===== config.mk =====
export PLATFORM = sky130hd
export DESIGN_NAME = rgg_ctrl
export DESIGN_NICKNAME = d
export VERILOG_FILES = /design/src/rgg_pkg.sv /design/src/rgg_ctrl.sv
export SDC_FILE = /design/constraint.sdc
export NUM_CORES = 1
export LEC_CHECK = 0
export BUFFER_PORTS_ARGS = -buffer_cell sky130_fd_sc_hd__buf_2
export CORE_MARGIN = 5
export CORE_UTILIZATION = 50
export CTS_CLUSTER_SIZE = 25
export DETAILED_ROUTE_END_ITERATION = 6
export GPL_TIMING_DRIVEN = 0
export PLACE_DENSITY_LB_ADDON = 0.15
export SYNTH_ARGS = -nofsm -noshare
export SYNTH_HDL_FRONTEND = slang
export SYNTH_SLANG_ARGS = --single-unit
export TNS_END_PERCENT = 20

===== constraint.sdc =====
create_clock -name clk -period 3.61 [get_ports clk]
set_clock_uncertainty 0.15 [all_clocks]
set_input_delay 0.1805 -clock clk [delete_from_list [all_inputs] [get_ports clk]]
set_output_delay 0.1805 -clock clk [all_outputs]
set_load 0.01 [all_outputs]

===== src/rgg_pkg.sv =====
// ----------------------------------------------------------------------------
// rgg_pkg
// Shared types, constants and helpers for the rectilinear grid gradient block.
// ----------------------------------------------------------------------------
package rgg_pkg;

  // grid limits
  localparam int MAX_X = 32;
  localparam int MAX_Y = 32;
  localparam int MAX_Z = 32;

  // field widths
  localparam int CW  = 3;   // command
  localparam int IW  = 6;   // index_i / coord position
  localparam int JW  = 5;
  localparam int KW  = 5;
  localparam int NW  = 6;   // size registers
  localparam int DW  = 32;  // data
  localparam int STW = 2;

  // sample memory
  localparam int SDEPTH = MAX_X * MAX_Y * MAX_Z;
  localparam int SAW    = $clog2(SDEPTH);

  // coordinate memories (one entry past the last sample)
  localparam int CDEPTH = 33;
  localparam int CAW    = $clog2(CDEPTH);

  // divider
  localparam int FRAC  = 17;             // d * 2^17 / (2*span)
  localparam int DMW   = DW + 1;         // |d| magnitude
  localparam int SPW   = DW + 3;         // signed twice-span
  localparam int QW    = DMW + FRAC;     // dividend / quotient width
  localparam int DCW   = $clog2(QW);

  // commands
  localparam logic [CW-1:0] CMD_LDX   = 3'd0;
  localparam logic [CW-1:0] CMD_LDY   = 3'd1;
  localparam logic [CW-1:0] CMD_LDZ   = 3'd2;
  localparam logic [CW-1:0] CMD_LDS   = 3'd3;
  localparam logic [CW-1:0] CMD_QUERY = 3'd4;

  // status codes
  localparam logic [STW-1:0] ST_OK    = 2'd0;
  localparam logic [STW-1:0] ST_ZERO  = 2'd1;
  localparam logic [STW-1:0] ST_RANGE = 2'd2;
  localparam logic [STW-1:0] ST_SAT   = 2'd3;

  // axes
  localparam logic [1:0] AX_X = 2'd0;
  localparam logic [1:0] AX_Y = 2'd1;
  localparam logic [1:0] AX_Z = 2'd2;

  // register map (word index)
  localparam logic [1:0] REG_SIZE_X = 2'd0;
  localparam logic [1:0] REG_SIZE_Y = 2'd1;
  localparam logic [1:0] REG_SIZE_Z = 2'd2;
  localparam logic [1:0] REG_CELL   = 2'd3;

  // controller -> datapath
  typedef struct packed {
    logic       capture;    // latch input beat
    logic       exec;       // perform load / range check
    logic       rd;         // neighbor read sequence active
    logic [2:0] rd_cnt;
    logic [1:0] axis;
    logic       span_load;  // form difference and span, prime divider
    logic       div_step;
    logic       post;       // sign, saturate, store component
    logic       out_load;
  } ctl_cmd_t;

  // datapath -> controller
  typedef struct packed {
    logic query_ok;    // in-range query
    logic span_zero;
    logic is_3d;
    logic out_busy;    // result register full and stalled
  } dp_stat_t;

  // clamp a size register into lo..hi
  function automatic logic [NW-1:0] clamp_size(input logic [NW-1:0] v,
                                               input int lo, input int hi);
    logic [NW-1:0] r;
    if (int'(v) < lo)      r = NW'(lo);
    else if (int'(v) > hi) r = NW'(hi);
    else                   r = v;
    return r;
  endfunction

  // flat sample address
  function automatic logic [SAW-1:0] samp_addr(input logic [IW-1:0] i,
                                               input logic [JW-1:0] j,
                                               input logic [KW-1:0] k);
    return SAW'((int'(k) * MAX_Y + int'(j)) * MAX_X + int'(i));
  endfunction

endpackage


===== src/rgg_ctrl.sv =====
// ----------------------------------------------------------------------------
// rgg_ctrl
// Sequencer: load/query dispatch, neighbor reads, divide steps per axis.
// ----------------------------------------------------------------------------
module rgg_ctrl
  import rgg_pkg::*;
(
  input  logic     clk,
  input  logic     rst_n,
  input  logic     in_valid,
  output logic     in_stall,
  input  dp_stat_t stat,
  output ctl_cmd_t cmd
);

  typedef enum logic [7:0] {
    S_IDLE = 8'b0000_0001,
    S_EXEC = 8'b0000_0010,
    S_RD   = 8'b0000_0100,
    S_SPAN = 8'b0000_1000,
    S_DIV  = 8'b0001_0000,
    S_POST = 8'b0010_0000,
    S_NEXT = 8'b0100_0000,
    S_FIN  = 8'b1000_0000
  } state_t;

  state_t           state_r, state_nxt;
  logic [2:0]       rcnt_r, rcnt_nxt;
  logic [DCW-1:0]   dcnt_r, dcnt_nxt;
  logic [1:0]       axis_r, axis_nxt;

  assign in_stall = (state_r != S_IDLE);

  // next state and command decode
  always_comb begin
    state_nxt = state_r;
    rcnt_nxt  = rcnt_r;
    dcnt_nxt  = dcnt_r;
    axis_nxt  = axis_r;
    cmd       = '0;
    cmd.axis  = axis_r;
    cmd.rd_cnt = rcnt_r;
    case (state_r)
      S_IDLE: begin
        if (in_valid) begin
          cmd.capture = 1'b1;
          state_nxt   = S_EXEC;
        end
      end
      S_EXEC: begin
        cmd.exec = 1'b1;
        axis_nxt = AX_X;
        rcnt_nxt = '0;
        state_nxt = stat.query_ok ? S_RD : S_FIN;
      end
      S_RD: begin
        cmd.rd   = 1'b1;
        rcnt_nxt = rcnt_r + 3'd1;
        if (rcnt_r == 3'd4) state_nxt = S_SPAN;
      end
      S_SPAN: begin
        cmd.span_load = 1'b1;
        dcnt_nxt      = '0;
        state_nxt     = stat.span_zero ? S_NEXT : S_DIV;
      end
      S_DIV: begin
        cmd.div_step = 1'b1;
        dcnt_nxt     = dcnt_r + 1'b1;
        if (dcnt_r == DCW'(QW - 1)) state_nxt = S_POST;
      end
      S_POST: begin
        cmd.post  = 1'b1;
        state_nxt = S_NEXT;
      end
      S_NEXT: begin
        rcnt_nxt = '0;
        if (axis_r == AX_X) begin
          axis_nxt  = AX_Y;
          state_nxt = S_RD;
        end else if (axis_r == AX_Y && stat.is_3d) begin
          axis_nxt  = AX_Z;
          state_nxt = S_RD;
        end else begin
          state_nxt = S_FIN;
        end
      end
      S_FIN: begin
        if (!stat.out_busy) begin
          cmd.out_load = 1'b1;
          state_nxt    = S_IDLE;
        end
      end
      default: state_nxt = S_IDLE;
    endcase
  end

  always_ff @(posedge clk) begin
    if (!rst_n) begin
      state_r <= S_IDLE;
      rcnt_r  <= '0;
      dcnt_r  <= '0;
      axis_r  <= AX_X;
    end else begin
      state_r <= state_nxt;
      rcnt_r  <= rcnt_nxt;
      dcnt_r  <= dcnt_nxt;
      axis_r  <= axis_nxt;
    end
  end

endmodule


* Word level (Yosys, flattened, before mapping)
Index checks and enable logic that the tools add are counted. W data, S select, Z words.
Storage, ports and cells: output and inout port bits 13, input port bits 7, bits in registers 19, logic and storage cells 54
Operators by class: equal/unequal tests 17, reduce and logical (&&, ||, !) cells 8, multiplexer cells 23, $add $sub $neg 2
Operators with widths (count):
- $pmux W8 S8 | 1
- $mux W8 | 7
- $pmux W6 S2 | 1
- $mux W1 | 9
- $eq A8 B1 Y1 const B | 1
- $eq A8 B2 Y1 const B | 1
- $eq A8 B3 Y1 const B | 1
- $eq A8 B4 Y1 const B | 1
- $eq A8 B5 Y1 const B | 1
- $eq A8 B6 Y1 const B | 1
- $eq A8 B7 Y1 const B | 1
- $eq A8 B8 Y1 const B | 1
- $ne A2 B2 Y1 const B | 4
- $ne A8 B1 Y1 const B | 1
- $mux W7 | 1
- $add A6 B1 Y6 const B | 1
- $eq A6 B6 Y1 const B | 1
- $pmux W3 S2 | 1
- $reduce_bool A2 Y1 | 3
- $mux W2 | 2
- $pmux W2 S2 | 1
- $reduce_and A4 Y1 | 1
- $add A3 B1 Y3 const B | 1
- $eq A3 B3 Y1 const B | 1
- 6 further kinds | 6

* Logic depth before layout (Yosys ltp)
Gate-level depths: netlist of run 1.
depth in word-level cells 5, mapped depth 6, gate-level depth less buffers 6

* Worst setup path after synthesis of run 1
OpenSTA, ideal clock, no wires.
kind register to register, from reg state_r[3], to reg state_r[6], buffers on the path 1, clock period less this slack 1.858 ns, cell stages (with the launch flop) 6, library setup time 0.078 ns, data arrival time 1.630 ns, path slack 1.752 ns, cell sequence dfxtp_1 -> buf_6 -> or4_4 -> nor4b_1 -> a21oi_1 -> nor3_1
On the way: cells in the longest elaborated chain, start to end 3, elaborated cells on any way between the ends 14, those cells by class 12 x eq/ne; 1 x mux; 1 x reduce/logical
Ends and longest elaborated chain:
- start, declared | RTL line rgg_ctrl.sv:27 | state_t state_r, state_nxt;
- start signal, assigned | RTL line rgg_ctrl.sv:104 | state_r <= state_nxt;
- $eq A8 B5 Y1 (tied with other cells) | RTL line rgg_ctrl.sv:43 | case (state_r)
- $ne A2 B2 Y1 (no source line)
- $reduce_and A4 Y1 (no source line)
Parallel ways exist; a longest one is shown, timed or not. A chain may end at the register's enable or synchronous reset.

==> metrics.csv, run 1 <==
stage;metric;value;unit
detailed_routing;avgRoutedWirePerCell;13.8;um
die;die_h;56.4;um
clock_network;htree_levels;1;
worst_setup_path;end_kind;output port;
sta;maxSlewViolCount;0;
detailed_routing;viasPerCell;5.77;
finish;synthToLayoutAreaGrowth;15.4;%
worst_setup_path;critPathSlowestCell;nor4b_1;
clock_network;numCtsBuffers;3;
grt;grt.total_usage;16.9;%
clock_network;clock_latency;0.30;ns
worst_hold_path;hold_start;in_valid;
die;initial_core_util;53.7;%
worst_setup_path;worstPathRequired;3.28;ns
clock_network;post_cts_buffers;0;
logic_synthesis;synthDistinctLibCells;45;
clock_network;root_buffer;clkbuf_4;
logic_synthesis;yosysSeqAreaShare;35.4;%
grt;antenna_found_initial;0;
worst_setup_path;cp_slowest_stage_delay;0.72;ns
placement;place.gp.congestion;0.782;
sta;fmax;432;MHz
worst_setup_path;critPathKind;reg2out;
logic_synthesis;syn-cell-area;1070;um^2
worst_setup_path;rr_startpoint;state_r[0]$_SDFFE_PN1P_;
grt;overflow;0;
clock_network;clk_pin_slew;0.10;ns
die;die-area;3180;um^2
die;io_pins;20;
sta;slew_headroom;47.9;%
clock_network;cts_tree;built;
placement;dpl_worst_slack;1.54;ns
finish;drive_above_1_share;19.5;%
grt;grt_pass1_wl;4300;um
finish;nets;161;
clock_network;cts_resized;0;
sta;finalSetupTns;0;ns
grt;grt_pass1_vias;933;
pwr;p_leak;0.539;nW
logic_synthesis;synth_nets;136;
finish;final_util;61.9;%
worst_setup_path;cp_top_family;simple AND/OR/NAND/NOR gates;
worst_setup_path;critPathMaxFanout;8;
worst_setup_path;worst-path-buf-inv;2;
logic_synthesis;ys.flop_type;dfxtp_1;
worst_hold_path;hp-class;in2reg;
detailed_routing;vias;1015;
clock_network;hold_buffers;1;
pwr;powerDensity;338;nW/um^2
die;die_w;56.4;um
flow_run;cap_violations;0;
placement;dpl.hpwl;1840;um
sta;setup_viol;0;
logic_synthesis;syn_inst;125;
logic_synthesis;ys_ff_latch;19;
detailed_routing;finalWirelength;2440;um
worst_setup_path;crit_chain;nor4b_1, nand2_1, inv_1, buf_2;
sta;finalHoldViolations;0;
die;fp.coreArea;2000;um^2
worst_setup_path;cp-startpoint;state_r[0]$_SDFFE_PN1P_;
clock_network;cts_sinks;19;
logic_synthesis;yosys_warnings;0;
run_status;outcome;complete, no violations;
detailed_routing;firstDrtPassIters;4;
logic_synthesis;synth_edf_count;0;
sta;fin_crit;2.31;ns
finish;antenna_cells;0;
logic_synthesis;synth.avg_cell_area;8.60;um^2
sta;rsz0062_at_grt;false;
detailed_routing;drc;0;
grt;grt_max_degree;11;
sta;tightest_slew;0.771;ns
die;rows;16;
clock_network;cts_buffer_depth;2;
sta;setup_slack;1.30;ns
placement;port-buffer-count;19;
pwr;power;0.420;mW
finish;fillCellCount;185;
detailed_routing;drt_iter0_drc;45;
worst_setup_path;start_kind;flop;
logic_synthesis;synth-async-reset-ratio;0;%
pwr;peakVddDrop;0.240;mV
detailed_routing;detail-route-antenna-nets;0;
sta;min_period_over_period;64.1;%
worst_setup_path;cp.arrival;1.98;ns
-- cell type report --
type | instances | area [um^2] | area share (%)
Clock buffer | 4 | 26.3 | 2.12
Tap cell | 27 | 33.8 | 2.72
Buffer | 4 | 26.3 | 2.12
Inverter | 11 | 41.3 | 3.33
Sequential cell | 19 | 380 | 30.7
Multi-Input combinational cell | 91 | 627 | 50.6
Timing Repair Buffer | 20 | 105 | 8.48
-- power by group --
part / switching [mW] / internal, mW
Clock: 0.0648 / 0.0431
Combinational: 0.0475 / 0.0354
Sequential: 0.0128 / 0.216
-- layer usage --
metal  part of all wire [%]  vias up  GRT usage (%)  wire length [um]
met2                     51       19           28.7              1230
li1                       -      509              -                 -
met5                      0        -              0                 0
met3                    4.2        5           4.13               102
met4                    1.5        0           6.10                36
met1                     44      482           20.6              1070
-- cell usage after synthesis (2+ instances only) --
cell      number  area share, %
dfxtp_1       19             35
nor3_1        12            5.6
inv_1         11            3.8
nor2_1         9            3.1
nand3_1        6            2.8
a21oi_1        5            2.3
nand4_1        5            2.9
ha_1           4            4.7
nand2_1        4            1.4
xor2_1         4            3.3
nand2b_1       3            1.7
nor4_1         3            1.7
nor4b_1        3            2.4
clkbuf_1       2           0.70
mux2i_1        2            1.9
o211ai_1       2            1.4
o21a_1         2            1.4
xnor2_1        2            1.6
-- final timing paths --
check	to	slack, ns	depth (start not counted)
worst max-delay path	cmd[2]	1.30	4
worst min-delay path	state_r[0]$_SDFFE_PN1P_	0.02	2
worst max register to register	state_r[0]$_SDFFE_PN1P_	1.53	4
worst min register to register	dcnt_r[2]$_SDFFE_PN0P_	0.38	2
-- through the flow --
step | hold slack, ns | cells | instance area (um^2)
after detailed placement | 0.309 | 171 | 1200
after floorplan | 0.109 | 125 | 1070
after global placement | 0.297 | 171 | 1200
final | 0.0217 | 176 | 1240
after global routing | 0.00762 | 176 | 1240
after CTS | 0.0160 | 176 | 1240
-- state kept, by name, indices dropped and copies added (netlist names) --
signal   flops
dcnt_r       6
axis_r       2
rcnt_r       3
state_r      8
-- kinds of logic (layout without fill, tap and decap cells) --
family | after synthesis | in the layout | synth area share (%)
and+or+nand+nor | 59 | 59 | 32.6
AOI/OAI and AO/OA | 20 | 20 | 14.3
DFF | 19 | 19 | 35.4
buffers and inverters | 15 | 39 | 6.29
xor gates and xnor gates | 6 | 6 | 4.89
adders and majority gates | 4 | 4 | 4.66
muxes | 2 | 2 | 1.86
-- cell usage in the layout (no fill, tap or decap), types with 2 or more instances in the layout --
cell      instances
nor2_1            9
a21oi_1           5
xnor2_1           2
nand2_1           4
nor3_1           12
mux2i_1           2
xor2_1            4
clkbuf_4          3
nand3_1           6
clkbuf_1          3
nor4_1            3
nand4_1           5
buf_2            19
nor4b_1           3
o211ai_1          2
nand2b_1          3
o21a_1            2
dfxtp_1          19
ha_1              4
inv_1            11
(Power assumes the default switching activity.)
==> run 2, diff against run 1 <==
Clock period 3.61 ns to 2.2 ns, I/O delays scaled along.
==> run 2 against run 1 <==
Critical path depth is the same. Die area is the same. Flip-flop and latch count is the same. Setup slack lost 1.1 ns. Via count grew 2.2%. Cell count grew 1.7%. First-iteration DRC count shrank 6.7%. Count of clock-buffer cells in the layout is the same. Critical path type unchanged.
==> metrics.csv, run 2 (same netlist as run 1, synthesis figures left out) <==
stage;metric;value;unit;change
finish;largestRegisters;state_r: 8 flops, dcnt_r: 6 flops, rcnt_r: 3 flops;;unchanged
detailed_routing;detail-route-antenna-nets;0;;unchanged
placement;dpl.hpwl;1840;um;unchanged
worst_setup_path;worstPathRequired;1.94;ns;was 3.28 ns
finish;final_cell_mix;dfxtp_1, buf_2, nor3_1;;unchanged
clock_network;clk_pin_slew;0.10;ns;about the same
worst_setup_path;critical_path_depth;4;;unchanged
grt;antenna_found_initial;0;;unchanged
grt;overflow;0;;unchanged
worst_setup_path;end_kind;output port;;unchanged
detailed_routing;avgRoutedWirePerCell;14.0;um;was 13.8 um
clock_network;cts_tree;built;;unchanged
finish;synthToLayoutAreaGrowth;21.3;%;was 15.4%
sta;setup_viol;0;;unchanged
sta;fmax;493;MHz;
pwr;powerDensity;538;nW/um^2;was 338 nW/um^2
die;die_h;56.4;um;unchanged
sta;rsz0062_at_grt;false;;unchanged
worst_setup_path;rr_startpoint;state_r[2]$_SDFFE_PN0P_;;was state_r[0]$_SDFFE_PN1P_
worst_hold_path;hp-class;in2reg;;unchanged
die;fp.coreArea;2000;um^2;unchanged
sta;maxSlewViolCount;0;;unchanged
finish;drive_above_1_share;21.1;%;was 19.5%
worst_setup_path;critPathSlowestCell;nor4b_2;;was nor4b_1
sta;tightest_slew;0.505;ns;was 0.771 ns
worst_setup_path;worstReg2RegEnd;state_r[0]$_SDFFE_PN1P_;;unchanged
sta;finalSetupTns;0;ns;unchanged
pwr;power;0.702;mW;was 0.420 mW
die;rows;16;;unchanged
grt;grt.total_usage;17.7;%;was 16.9%
worst_setup_path;crit_path_end;cmd[2];;unchanged
die;die_w;56.4;um;unchanged
finish;regMostFlops;state_r;;unchanged
worst_setup_path;start_kind;flop;;unchanged
pwr;p_leak;0.563;nW;was 0.539 nW
grt;grt_pass1_wl;4480;um;was 4300 um
die;io_pins;20;;unchanged
worst_setup_path;cp_slowest_stage_delay;0.54;ns;was 0.72 ns
sta;fin_crit;2.03;ns;
detailed_routing;firstDrtPassIters;4;;unchanged
detailed_routing;finalWirelength;2510;um;was 2440 um
clock_network;clock_latency;0.30;ns;about the same
sta;finalHoldViolations;0;;unchanged
worst_setup_path;r2r_cells;4;;unchanged
worst_setup_path;r2r_setup_slack;0.21;ns;was 1.53 ns
finish;final_util;65.1;%;was 61.9%
finish;nets;164;;was 161
detailed_routing;vias;1037;;was 1,015
grt;grt_pass1_vias;971;;was 933
worst_setup_path;cp.arrival;1.77;ns;was 1.98 ns
flow_run;cap_violations;0;;unchanged
clock_network;root_buffer;clkbuf_4;;unchanged
worst_setup_path;critPathKind;reg2out;;unchanged
worst_hold_path;worstHoldPathCells;4;;was 2
placement;placed_cells;171;;unchanged
placement;port-buffer-count;19;;unchanged
sta;whs;0.0355;ns;was 0.0217 ns
detailed_routing;viasPerCell;5.79;;was 5.77
detailed_routing;drc;0;;unchanged
worst_setup_path;worst-path-buf-inv;2;;unchanged
worst_setup_path;critPathMaxFanout;8;;unchanged
grt;grt_max_degree;11;;unchanged
clock_network;cts_buffer_depth;2;;unchanged
sta;min_period_over_period;92.1;%;
clock_network;cts_sinks;19;;unchanged
clock_network;htree_levels;1;;unchanged
worst_setup_path;cp-startpoint;state_r[0]$_SDFFE_PN1P_;;unchanged
detailed_routing;drt_iter0_drc;42;;was 45
clock_network;post_cts_buffers;0;;unchanged
sta;slew_headroom;66.2;%;was 47.9%
pwr;peakVddDrop;0.384;mV;was 0.240 mV
finish;antenna_cells;0;;unchanged
die;initial_core_util;53.7;%;unchanged
die;die-area;3180;um^2;unchanged
finish;largest_reg_flops;8;;unchanged
worst_setup_path;cp_top_family;simple AND/OR/NAND/NOR gates;;unchanged
finish;finalNonFillerCells;179;;was 176
clock_network;numCtsBuffers;3;;unchanged
worst_setup_path;crit_chain;nor4b_2, nand2_1, inv_1, buf_2;;was nor4b_1, nand2_1, inv_1, buf_2
placement;place.gp.congestion;0.782;;unchanged
run_status;outcome;complete, no violations;;unchanged
finish;fillCellCount;179;;was 185
## run 2: cell count changes in the layout (fill, tap and decap cells not counted)
| cell | previous run | this run |
|---|---|---|
| nor4b_1 | 3 | 1 |
| clkbuf_1 | 3 | 2 |
| nor4_1 | 3 | 2 |
| dlygate4sd3_1 | 1 | 5 |
| nor4b_2 | 0 | 2 |
| nor4_4 | 0 | 1 |
## run 2: final cells by class
| type | count | area, um^2 | share of cell area (%) |
|---|---|---|---|
| timing repair buffer | 24 | 145 | 11.1 |
| multi-input combinational | 91 | 654 | 50.2 |
| buffer | 3 | 22.5 | 1.73 |
| clock buffer | 4 | 26.3 | 2.02 |
| inverter | 11 | 41.3 | 3.17 |
| sequential | 19 | 380 | 29.2 |
| tap | 27 | 33.8 | 2.59 |
## run 2: how the worst min path moves through the flow
stage	from	endpoint	slack [ns]
after CTS	stat[1]	axis_r[0]$_SDFFE_PN0P_	0.02
after global routing	stat[1]	axis_r[1]$_SDFFE_PN0P_	0.04
after floorplan	rst_n	state_r[0]$_SDFFE_PN1P_	0.04
after detailed placement	rst_n	state_r[0]$_SDFFE_PN1P_	0.24
final	stat[1]	axis_r[0]$_SDFFE_PN0P_	0.04
after global placement	rst_n	state_r[0]$_SDFFE_PN1P_	0.23
## run 2: what timing repair did
item | CTS | global route
endpoints found under the hold margin | 8 | 0
resized for setup | 2 | 2
setup endpoints to repair | 2 | 3
hold buffers | 5 | 0
## run 2: layer usage
metal	vias to the layer above	wire length, um	GRT usage [%]
li1	523	-	-
met1	478	1060	20.6
met2	31	1300	30.9
met3	5	117	4.36
met4	0	36	6.78
met5	-	0	0
## run 2: worst min-delay path: stages
cell and delay (ns):
buf_2 0.09, nand2_1 0.06, mux2i_1 0.13, nor3_1 0.05
## run 2: through the flow
stage | setup slack, ns | instance area, um^2
after floorplan | 0.342 | 1070
after global placement | 0.147 | 1200
after detailed placement | 0.128 | 1200
after CTS | 0.0427 | 1290
after global routing | 0.0341 | 1300
final | 0.173 | 1300
## run 2: power by group
part           internal, mW  switching (mW)  leakage [nW]  total (mW)
sequential            0.355          0.0248         0.154       0.380
combinational        0.0644          0.0802         0.394       0.145
clock                0.0707           0.107        0.0150       0.178
total                 0.490           0.212         0.563       0.702
==> run 3, diff against run 2 <==
Settings changed: CORE_ASPECT_RATIO set to 0.9.
==> run 3 against run 2 <==
Sequential share of layout area up 0.11 points. Critical path depth unchanged. Fmax down 4.0%. Via count up 0.96%. Total power down 0.86%. Clock power down 2%. Critical path type unchanged. Largest cell class unchanged.
==> metrics.csv, run 3 (same netlist as run 1, synthesis figures left out) <==
stage;metric;value;unit;change
run_status;outcome;complete, no violations;;unchanged
die;die_h;54.0;um;was 56.4 um
clock_network;htree_levels;1;;unchanged
placement;dpl.hpwl;1880;um;was 1840 um
clock_network;post_cts_buffers;0;;unchanged
detailed_routing;drt_iter0_drc;31;;was 42
die;die-area;3180;um^2;about the same
grt;grt_max_degree;11;;unchanged
die;die_w;58.9;um;was 56.4 um
sta;tightest_slew;0.607;ns;was 0.505 ns
detailed_routing;avgRoutedWirePerCell;13.7;um;was 14.0 um
grt;overflow;0;;unchanged
placement;port-buffer-count;19;;unchanged
finish;drive_above_1_share;20.9;%;was 21.1%
sta;finalHoldViolations;0;;unchanged
grt;use_met1;23.3;%;was 20.6%
finish;antenna_cells;0;;unchanged
flow_run;cap_violations;0;;unchanged
detailed_routing;detail-route-antenna-nets;0;;unchanged
clock_network;root_buffer;clkbuf_4;;unchanged
grt;use_met3;2.16;%;was 4.36%
clock_network;cts_tree;built;;unchanged
grt;antenna_found_initial;0;;unchanged
clock_network;cts_sinks;19;;unchanged
clock_network;cts_buffer_depth;2;;unchanged
worst_hold_path;hp-class;in2reg;;unchanged
detailed_routing;finalWirelength;2470;um;was 2510 um
sta;maxSlewViolCount;0;;unchanged
finish;final_cell_mix;dfxtp_1, buf_2, nor3_1;;unchanged
sta;finalSetupTns;0;ns;unchanged
die;fp.coreArea;2120;um^2;was 2000 um^2
grt;grt.total_usage;18.0;%;was 17.7%
pwr;p_leak;0.558;nW;was 0.563 nW
sta;min_period_over_period;96.0;%;was 92.1%
detailed_routing;drc;0;;unchanged
sta;setup_viol;0;;unchanged
detailed_routing;vias;1047;;was 1,037
sta;whs;0.0411;ns;was 0.0355 ns
die;initial_core_util;50.6;%;was 53.7%
finish;fillCellCount;212;;was 179
sta;slew_headroom;59.2;%;was 66.2%
sta;fmax;474;MHz;was 493 MHz
worst_setup_path;critPathMaxFanout;8;;unchanged
grt;grt_pass1_wl;4340;um;was 4480 um
finish;synthToLayoutAreaGrowth;20.8;%;was 21.3%
placement;place.gp.congestion;0.844;;was 0.782
grt;grtUsageMet2;30.5;%;was 30.9%
pwr;peakVddDrop;0.343;mV;was 0.384 mV
finish;finalNonFillerCells;180;;was 179
sta;rsz0062_at_grt;true;;was false
detailed_routing;firstDrtPassIters;4;;unchanged
pwr;powerDensity;536;nW/um^2;was 538 nW/um^2
finish;largestRegisters;state_r: 8 flops, dcnt_r: 6 flops, rcnt_r: 3 flops;;unchanged
worst_setup_path;start_kind;flop;;unchanged
grt;grt_pass1_vias;973;;was 971
worst_setup_path;end_kind;output port;;unchanged
clock_network;clock_latency;0.29;ns;was 0.30 ns
worst_setup_path;critPathKind;reg2out;;unchanged
finish;nets;165;;was 164
sta;fin_crit;2.11;ns;was 2.03 ns
worst_setup_path;worstPathRequired;1.94;ns;about the same
worst_setup_path;cp.arrival;1.85;ns;was 1.77 ns
finish;regMostFlops;state_r;;unchanged
detailed_routing;viasPerCell;5.82;;was 5.79
grt;grt_busiest_layer;met2;;unchanged
die;rows;16;;unchanged
finish;largest_reg_flops;8;;unchanged
placement;placed_cells;171;;unchanged
die;io_pins;20;;unchanged
clock_network;numCtsBuffers;3;;unchanged
clock_network;clk_pin_slew;0.10;ns;about the same
[run 3: what timing repair did]
action | 4_1_cts | 5_1_grt
gates resized for setup | 2 | 1
hold endpoints to repair | 8 | 0
gates cloned | 0 | 0
hold buffers | 5 | 0
setup endpoints to repair | 2 | 3
pin swaps | 0 | 0
[run 3: final timing paths]
check,startpoint,end,slack [ns],cells past startpoint
max,state_r[2]$_SDFFE_PN0P_,cmd[2],0.09,4
min,stat[1],axis_r[0]$_SDFFE_PN0P_,0.04,4
max reg2reg,state_r[2]$_SDFFE_PN0P_,state_r[0]$_SDFFE_PN1P_,0.23,4
min reg2reg,dcnt_r[2]$_SDFFE_PN0P_,dcnt_r[2]$_SDFFE_PN0P_,0.36,2
[run 3: critical path, cell delays in order (launching register included)]
cell	delay, ns
dfxtp_1	0.40
nor4_2	0.59
nand2_1	0.22
inv_1	0.19
buf_2	0.16
[run 3: metal layers]
| metal | up-vias | part of all wire (%) |
|---|---|---|
| met5 | - | 0 |
| met4 | 0 | 0.81 |
| met3 | 2 | 4.7 |
| met2 | 29 | 48 |
| met1 | 497 | 47 |
| li1 | 519 | - |
[run 3: cell type report]
cell class	count	area, um^2	share of cell area [%]
repair buffers	24	145	11.2
plain buffers	4	26.3	2.02
well taps	27	33.8	2.60
clock buffers	4	26.3	2.02
flip-flops and latches	19	380	29.3
inverters	11	41.3	3.18
multi-input cells	91	646	49.7
[run 3: where the power goes]
group | total (mW) | switching (mW) | internal [mW]
sequential | 0.378 | 0.0230 | 0.355
combinational | 0.144 | 0.0807 | 0.0633
clock | 0.174 | 0.103 | 0.0705
total | 0.696 | 0.207 | 0.489
[run 3: per-stage QoR]
step | util [%] | instance area (um^2) | power, mW | setup WS [ns]
global placement | 56.7 | 1200 | 0.517 | 0.179
finish | 61.2 | 1300 | 0.696 | 0.0883
floorplan | - | 1070 | 0.474 | 0.342
CTS | 60.9 | 1290 | 0.700 | 0.0896
detailed placement | 56.7 | 1200 | 0.519 | 0.167
global route | 61.2 | 1300 | 0.746 | -0.0403
